## src/hdl/tcpq_pkg.sv

```systemverilog
// Package for the three-class priority queue.
// Holds the action and status codes, class codes, field widths and the
// per-item decision record. Depends on nothing.
`default_nettype none

package tcpq_pkg;

	localparam int VAL_W   = 32;
	localparam int CODE_W  = 8;
	localparam int CNT_W   = 6;
	localparam int CLS_W   = 2;
	localparam int ACT_W   = 2;
	localparam int STAT_W  = 2;

	// Character codes that select the two upper classes.
	localparam logic [CODE_W-1:0] CODE_FIRST  = 8'h56;
	localparam logic [CODE_W-1:0] CODE_SECOND = 8'h43;

	localparam logic [CLS_W-1:0] CLS_FIRST  = 2'd0;
	localparam logic [CLS_W-1:0] CLS_SECOND = 2'd1;
	localparam logic [CLS_W-1:0] CLS_THIRD  = 2'd2;

	typedef enum logic [ACT_W-1:0] {
		ACT_ENQ      = 2'd0,
		ACT_POP_HEAD = 2'd1,
		ACT_POP_TAIL = 2'd2,
		ACT_CLEAR    = 2'd3
	} action_t;

	typedef enum logic [STAT_W-1:0] {
		ST_OK    = 2'd0,
		ST_FULL  = 2'd1,
		ST_EMPTY = 2'd2
	} status_t;

	// Outcome of one item, decided from the class pointers at accept time.
	typedef struct packed {
		status_t           status;
		logic [CLS_W-1:0]  rm_class;
		logic              rd_en;
		logic              wr_en;
		logic [CNT_W-1:0]  total_count;
		logic              is_empty;
	} tcpq_dec_t;

endpackage

`default_nettype wire

```

## src/hdl/tcpq_cls_state.sv

```systemverilog
// Per-class head and fill registers of the priority queue, with the logic
// that decides each item's outcome and entry-store slot. Depends on tcpq_pkg.
`default_nettype none

module tcpq_cls_state import tcpq_pkg::*; #(
	parameter int CLASS_DEPTH = 16
) (
	input  wire logic                                  clk,
	input  wire logic                                  arst_n,
	input  wire logic                                  take,
	input  wire logic [ACT_W-1:0]                      action,
	input  wire logic [CODE_W-1:0]                     priority_code,
	output tcpq_dec_t                                  dec,
	output logic [$clog2(3*CLASS_DEPTH)-1:0]           slot
);

	localparam int PW    = $clog2(CLASS_DEPTH);
	localparam int FW    = $clog2(CLASS_DEPTH + 1);
	localparam int AW    = $clog2(3 * CLASS_DEPTH);
	localparam int SUM_W = FW + 2;
	localparam logic [FW-1:0] FILL_MAX  = FW'(CLASS_DEPTH);
	localparam logic [PW:0]   DEPTH_EXT = (PW + 1)'(CLASS_DEPTH);
	localparam logic [PW-1:0] HEAD_LAST = PW'(CLASS_DEPTH - 1);

	logic [PW-1:0]       head_q [3];
	logic [FW-1:0]       fill_q [3];
	logic [PW-1:0]       head_d [3];
	logic [FW-1:0]       fill_d [3];

	logic [CLS_W-1:0]    enq_cls;
	logic [CLS_W-1:0]    hd_cls;
	logic [CLS_W-1:0]    tl_cls;
	logic [CLS_W-1:0]    sel;
	logic                any_held;
	logic [PW-1:0]       off;
	logic [PW:0]         pos_sum;
	logic [PW-1:0]       pos;
	logic [FW-1:0]       fill_less;
	logic [SUM_W-1:0]    next_sum;
	logic [SUM_W-1:0]    cur_sum;
	logic [CNT_W+SUM_W-1:0] sum_pad;

	always_comb begin
		if (priority_code == CODE_FIRST) begin
			enq_cls = CLS_FIRST;
		end else if (priority_code == CODE_SECOND) begin
			enq_cls = CLS_SECOND;
		end else begin
			enq_cls = CLS_THIRD;
		end
	end

	assign any_held = (fill_q[0] != '0) || (fill_q[1] != '0) || (fill_q[2] != '0);
	assign hd_cls = (fill_q[0] != '0) ? CLS_FIRST :
		(fill_q[1] != '0) ? CLS_SECOND : CLS_THIRD;
	assign tl_cls = (fill_q[2] != '0) ? CLS_THIRD :
		(fill_q[1] != '0) ? CLS_SECOND : CLS_FIRST;

	always_comb begin
		for (int k = 0; k < 3; k++) begin
			head_d[k] = head_q[k];
			fill_d[k] = fill_q[k];
		end
		sel          = CLS_FIRST;
		off          = '0;
		dec.status   = ST_OK;
		dec.rm_class = CLS_FIRST;
		dec.rd_en    = 1'b0;
		dec.wr_en    = 1'b0;
		fill_less    = '0;
		case (action_t'(action))
			ACT_ENQ: begin
				sel = enq_cls;
				if (fill_q[sel] == FILL_MAX) begin
					dec.status = ST_FULL;
				end else begin
					dec.wr_en   = 1'b1;
					off         = fill_q[sel][PW-1:0];
					fill_d[sel] = fill_q[sel] + 1'b1;
				end
			end
			ACT_POP_HEAD: begin
				sel = hd_cls;
				if (!any_held) begin
					dec.status = ST_EMPTY;
				end else begin
					dec.rd_en    = 1'b1;
					dec.rm_class = sel;
					head_d[sel]  = (head_q[sel] == HEAD_LAST) ? '0 : head_q[sel] + 1'b1;
					fill_d[sel]  = fill_q[sel] - 1'b1;
				end
			end
			ACT_POP_TAIL: begin
				sel = tl_cls;
				if (!any_held) begin
					dec.status = ST_EMPTY;
				end else begin
					fill_less    = fill_q[sel] - 1'b1;
					dec.rd_en    = 1'b1;
					dec.rm_class = sel;
					off          = fill_less[PW-1:0];
					fill_d[sel]  = fill_less;
				end
			end
			ACT_CLEAR: begin
				for (int k = 0; k < 3; k++) begin
					head_d[k] = '0;
					fill_d[k] = '0;
				end
			end
			default: begin
				dec.status = ST_OK;
			end
		endcase
		next_sum = SUM_W'(fill_d[0]) + SUM_W'(fill_d[1]) + SUM_W'(fill_d[2]);
		sum_pad  = {{CNT_W{1'b0}}, next_sum};
		dec.total_count = sum_pad[CNT_W-1:0];
		dec.is_empty    = (next_sum == '0);
	end

	// Ring position within the class; head and offset are both below the depth.
	assign pos_sum = {1'b0, head_q[sel]} + {1'b0, off};
	assign pos = (pos_sum >= DEPTH_EXT) ? PW'(pos_sum - DEPTH_EXT) : pos_sum[PW-1:0];

	always_comb begin
		case (sel)
			CLS_FIRST:  slot = AW'(pos);
			CLS_SECOND: slot = AW'(pos) + AW'(CLASS_DEPTH);
			default:    slot = AW'(pos) + AW'(2 * CLASS_DEPTH);
		endcase
	end

	assign cur_sum  = SUM_W'(fill_q[0]) + SUM_W'(fill_q[1]) + SUM_W'(fill_q[2]);

	always_ff @(posedge clk or negedge arst_n) begin
		if (!arst_n) begin
			for (int k = 0; k < 3; k++) begin
				head_q[k] <= '0;
				fill_q[k] <= '0;
			end
		end else if (take) begin
			for (int k = 0; k < 3; k++) begin
				head_q[k] <= head_d[k];
				fill_q[k] <= fill_d[k];
			end
		end
	end

	a_fill_bound: assert property (@(posedge clk) disable iff (!arst_n)
		(fill_q[0] <= FILL_MAX) && (fill_q[1] <= FILL_MAX) && (fill_q[2] <= FILL_MAX))
		else $error("class fill above depth");

	a_clear_empties: assert property (@(posedge clk) disable iff (!arst_n)
		take && (action == ACT_CLEAR) |=> (cur_sum == '0))
		else $error("clear left entries behind");

	a_enq_grows: assert property (@(posedge clk) disable iff (!arst_n)
		take && (action == ACT_ENQ) && (dec.status == ST_OK)
		|=> (cur_sum == $past(cur_sum) + 1'b1))
		else $error("accepted enqueue did not add one entry");

	a_pop_shrinks: assert property (@(posedge clk) disable iff (!arst_n)
		take && dec.rd_en |=> (cur_sum == $past(cur_sum) - 1'b1))
		else $error("removal did not take one entry");

	a_idle_holds: assert property (@(posedge clk) disable iff (!arst_n)
		!take |=> $stable(cur_sum))
		else $error("fill changed without an item");

endmodule

`default_nettype wire
```

## config.mk

```make
export PLATFORM = sky130hd
export DESIGN_NAME = tcpq_cls_state
export DESIGN_NICKNAME = d
export VERILOG_FILES = /design/src/hdl/tcpq_pkg.sv /design/src/hdl/tcpq_cls_state.sv
export SDC_FILE = /design/constraint.sdc
export NUM_CORES = 1
export LEC_CHECK = 0
export ABC_AREA = 1
export BUFFER_PORTS_ARGS = -buffer_cell sky130_fd_sc_hd__buf_2
export CAP_MARGIN = 20
export CORE_AREA = 3 3 87 89
export DETAILED_ROUTE_END_ITERATION = 16
export DIE_AREA = 0 0 90 92
export PLACE_DENSITY = 0.76
export SLEW_MARGIN = 10
export SYNTH_ARGS = -nofsm -noshare
export SYNTH_HDL_FRONTEND = slang
export SYNTH_SLANG_ARGS = --single-unit
```

## constraint.sdc

```tcl
create_clock -name clk -period 3.89 [get_ports clk]
set_clock_uncertainty 0.1 [all_clocks]
set_input_delay 0.389 -clock clk [delete_from_list [all_inputs] [get_ports clk]]
set_output_delay 0.389 -clock clk [all_outputs]
set_load 0.05 [all_outputs]
```

* Word level (Yosys, flattened, before mapping)
Index checks and enable logic that the tools add are counted.
** Storage, ports and cells
- Output and inout bits :: 19
- Logic and storage cells :: 105
- Input bits :: 13
- Bits in registers :: 27
** Operators by class
- Add/subtract/negate cells :: 10
- Bitwise logic cells :: 4
- $lt $le $gt $ge :: 8
- Reductions and logical operators :: 14
- Muxes and demuxes :: 54
- Equal/unequal tests :: 9
** Operators with widths (number)
- 15-bit one-hot mux with 4 select lines :: 1
- 15-bit bitwise mux :: 3
- 15-bit two-way mux :: 3
- 5-bit two-way mux :: 9
- 4-bit two-way mux :: 9
- 5-bit binary-select mux with 2-bit select :: 3
- 5-bit demux with 2-bit select :: 3
- 12-bit one-hot mux with 2 select lines :: 1
- 4-bit binary-select mux with 2-bit select :: 2
- 8-bit by 7-bit equality test with 1-bit output (second input constant) :: 2
- 5-bit nonzero test :: 3
- 12-bit bitwise mux :: 1
- 3-bit greater-or-equal comparator (second input constant) :: 4
- 12-bit two-way mux :: 1
- 2-bit two-way mux :: 6
- 2-bit NOT with 3-bit output :: 4
- 6-bit one-hot mux with 2 select lines :: 1
- 5-bit by 1-bit subtractor with 5-bit output (second input constant) :: 2
- 3-bit by 1-bit < comparator with 1-bit output (second input constant) :: 3
- 4-bit demux with 2-bit select :: 1
- 4-bit one-hot mux with 2 select lines :: 1
- 6-bit by 5-bit adder with 7-bit output :: 1
- 7-bit zero test :: 1
- 4-bit by 5-bit adder with 6-bit output (second input constant) :: 1
- 23 further kinds :: 33

* Depth between registers and ports, before layout
- Depth after elaboration :: 15
- Gate-level depth with buffers :: 28
- Mapped depth without buffers :: 28

* Least setup slack after synthesis
No wires, ideal clock.
- Kind :: reg2out
- Start point :: register fill_q[2] (netlist name)
- End point :: output port dec[0] (netlist name)
- Stages on the path, launching flop included :: 21
- Data arrival time :: 5.063 ns
- Buffers on the path :: 0
- Setup slack :: -1.662 ns
- Required time :: 3.401 ns
- Path through :: dfrtp_1 -> nor2_2 -> nand2_2 -> nor2_8 -> nand2_4 -> o21ai_1 -> nor2_2 -> ha_1 -> or2_2 -> a21oi_1 -> inv_1 -> nand2_1 -> inv_1 -> fa_1 -> inv_1 -> ha_1 -> fa_1 -> a21oi_1 -> o21ai_0 -> xnor2_1 -> nor3_1
** RTL lines
- from (decl) :: line tcpq_cls_state.sv:26 : logic [FW-1:0] fill_q [3];
- from (signal, indexed assignment) :: line tcpq_cls_state.sv:144 : fill_q[k] <= fill_d[k];
- to (decl) :: line tcpq_cls_state.sv:13 : output tcpq_dec_t dec,

==> results.json <==
{
  "outcome": "complete, but fails checks",
  "failed_checks": "negative hold slack, negative setup slack",
  "clk_path_buf_depth": 2,
  "hold_buffers": 0,
  "vias": 5076,
  "max-cap-violations": 0,
  "crit_type": "flop to primary output",
  "synth_nets": 612,
  "ios": 32,
  "grt_max_degree": 28,
  "cts_root_buf": "clkbuf_8",
  "final_cells": 850,
  "design_power_total_mw": 4.77,
  "peakVddDrop_mv": 1.50,
  "ys_seq_area_frac": 0.181,
  "clk_pin_slew_ns": 0.10,
  "fin_crit_ns": 4.85,
  "wl_per_cell_um": 19.9,
  "rsz0062_at_grt": "yes",
  "p_leak_nw": 2.93,
  "ant_nets": 0,
  "rr_endpoint": "fill_q[4]",
  "die-height_um": 92,
  "dp_hpwl_um": 12400,
  "ys_ff_latch": 27,
  "portBuffers": 31,
  "cp-start-kind": "flop",
  "cts.htree.levels": 1,
  "slew_viol_final": 0,
  "crit_arrival_ns": 4.37,
  "synth_cells": 575,
  "die_w_um": 90,
  "cts_tree": "yes",
  "grt_first_pass_wirelength_um": 24600,
  "powerDensity_nw_per_um2": 830,
  "place_inst": 823,
  "final-hold-violation-count": 4,
  "worst_pin_slew_ns": 0.617,
  "initial_core_util": 0.547,
  "worstPathRequired_ns": 3.40,
  "cts.sinks": 27,
  "numCtsBuffers": 3,
  "routed_via_density": 5.97,
  "die_area_um2": 8280,
  "grt_pass1_vias": 4722,
  "grt_antenna_before_repair": 0,
  "num_rows": 30,
  "place_congestion": 1.01,
  "hold_ws_ns": -0.00577,
  "reg2regPathDepth": 18,
  "area_growth_pct": 53.7,
  "fmax_mhz": 206,
  "cp_max_fo": 5,
  "drt_wl_total_um": 16900,
  "track_usage": 0.378,
  "core-area_um2": 6830,
  "setup_slack_ns": -0.965,
  "diodes": 0,
  "synth_cell_types": 43,
  "nFillCells": 441,
  "drt-pass1-iter-count": 6,
  "grt_overflow": 0,
  "drc": 0,
  "drtIter0Drc": 797,
  "regToRegStartpoint": "fill_q[11]",
  "setup_viol": 6,
  "syn-cell-area_um2": 3740,
  "postSynth.topFlopCell": "dfrtp_1",
  "postSynthAreaPerCell_um2": 6.50,
  "synth_edf_count": 0,
  "cp-end-kind": "primary output",
  "finalNetCount": 792,
  "startpoint": "fill_q[5]",
  "hold_class": "primary input to async pin",
  "crit_end": "dec[0]",
  "async_reset_ff_frac": 1.00,
  "synth_warnings": 0,
  "reg2reg_slack_ns": 1.22,
  "drive_above_1_share": 0.434,
  "fin_crit_sh": 1.25,
  "slew-limit-headroom": 0.588,
  "clock_latency_ns": 0.29
}
through the flow:
stage	cell area [um^2]	hold slack, ns	setup TNS (ns)	setup slack (ns)	utilization
detailed placement	5130	0.321	-2.86	-0.814	0.751
CTS	5350	0.0141	-2.88	-0.767	0.782
global placement	5130	0.317	-2.31	-0.707	0.751
finish	5750	-0.00577	-3.79	-0.965	0.841
floorplan	3930	-0.00659	-1.28	-0.647	-
global route	5750	0.0179	-4.38	-1.07	0.841
cell type report:
class                           instances  area [um^2]  area share
Clock inverter                          1         7.51     0.00131
Timing Repair Buffer                  180         1370       0.238
Multi-Input combinational cell        455         3170       0.551
Sequential cell                        27          677       0.118
Inverter                               88          364      0.0634
Tap cell                               96          120      0.0209
Clock buffer                            3         41.3     0.00718
cell usage in the layout (no fill, tap or decap), types with 5 or more instances in the layout:
cell type	count
dfrtp_1	26
nand2_4	14
a21oi_1	27
inv_2	16
nand2_1	141
o21ai_0	12
nand2_2	13
nand3_2	10
nor3_2	5
a21oi_2	5
fa_1	5
buf_4	144
nand4_1	9
o21ai_1	18
buf_6	10
ha_1	10
nor2_2	10
ha_4	5
inv_1	62
buf_2	22
nor2_1	17
o22ai_1	13
nand3_1	62
nor2_4	19
repair_timing:
item                                    4_1_cts  5_1_grt
endpoints found under the setup margin        7       10
pin swaps                                    19       25
buffers inserted                              5       17
cloned                                        0        1
resized for setup                            30       69
flip-flops by register name, summed over array words and instances (netlist names):
signal  flops
fill_q     15
head_q     12
power by group:
part / total, mW / switching (mW) / internal [mW]
logic: 4.14 / 2.49 / 1.65
clock network: 0.170 / 0.0971 / 0.0732
registers: 0.457 / 0.0871 / 0.370
cells in the mapped netlist (3+ instances only):
cell      count  share of area
o21ai_1      20          0.027
or2_2         3         0.0050
xor2_1        6          0.014
inv_1        75          0.075
nor2_4        8          0.024
nor3_1        8          0.011
nor2_1       21          0.021
nand2_4       8          0.024
a31oi_1       3         0.0050
xnor2_1       3         0.0070
clkinv_1      3         0.0030
inv_4         3         0.0050
nand4_1       9          0.015
ha_1         17          0.057
o22ai_1      13          0.022
clkbuf_1      3         0.0030
fa_1          7          0.037
o211ai_1      4         0.0080
nor2_2       17          0.028
nand3_1      69          0.092
a21oi_1      33          0.044
nand3_2       6          0.016
dfrtp_1      27           0.18
nor2_8        4          0.021
nand2_2       9          0.015
nand2_1     151           0.15
o21ai_0      15          0.020
buf_2         3         0.0040
a211oi_1      3         0.0060
inv_2         7         0.0070
routing by layer:
layer  vias to the layer above  track usage  share of wire  wire (um)
li1                       2256            -              -          -
met1                      2335        0.493           0.37       6230
met2                       405        0.619           0.46       7790
met3                        80       0.0615           0.11       1900
met4                         0        0.161          0.060       1020
met5                         -            0              0          0
critical path, stage by stage (launching register included):
cell and delay, ns:
dfrtp_1 0.42, buf_4 0.14, buf_4 0.15, inv_2 0.07, nand3_2 0.09, o21ai_2 0.09, nor2_2 0.06, inv_2 0.08
ha_4 0.15, inv_2 0.04, nor2_4 0.20, nand2_8 0.09, o21ai_1 0.27, a21boi_0 0.21, fa_1 0.44, inv_1 0.14
ha_4 0.20, fa_2 0.52, nor3_4 0.28, nand3_2 0.12, nor3_4 0.12, buf_6 0.18
worst min path at each step:
stage                 from        end  slack, ns  depth (start not counted)
detailed placement  arst_n  head_q[0]       0.32                          1
global placement    arst_n  head_q[0]       0.32                          1
floorplan           arst_n  fill_q[0]     -0.007                          0
global route        arst_n  head_q[0]       0.02                          1
CTS                 arst_n  head_q[0]       0.01                          1
finish              arst_n  head_q[3]     -0.006                          1
cell families (layout without fill, tap and decap cells):
family / count (synthesis) / in the layout / share of synthesized area
simple gates: 321 / 322 / 0.453
compound gates: 100 / 100 / 0.153
buf+inv: 94 / 272 / 0.0974
flops: 27 / 27 / 0.181
fa+ha+maj: 24 / 24 / 0.0944
xor+xnor: 9 / 9 / 0.0211
No activity file was read; power rests on OpenSTA's default activity.
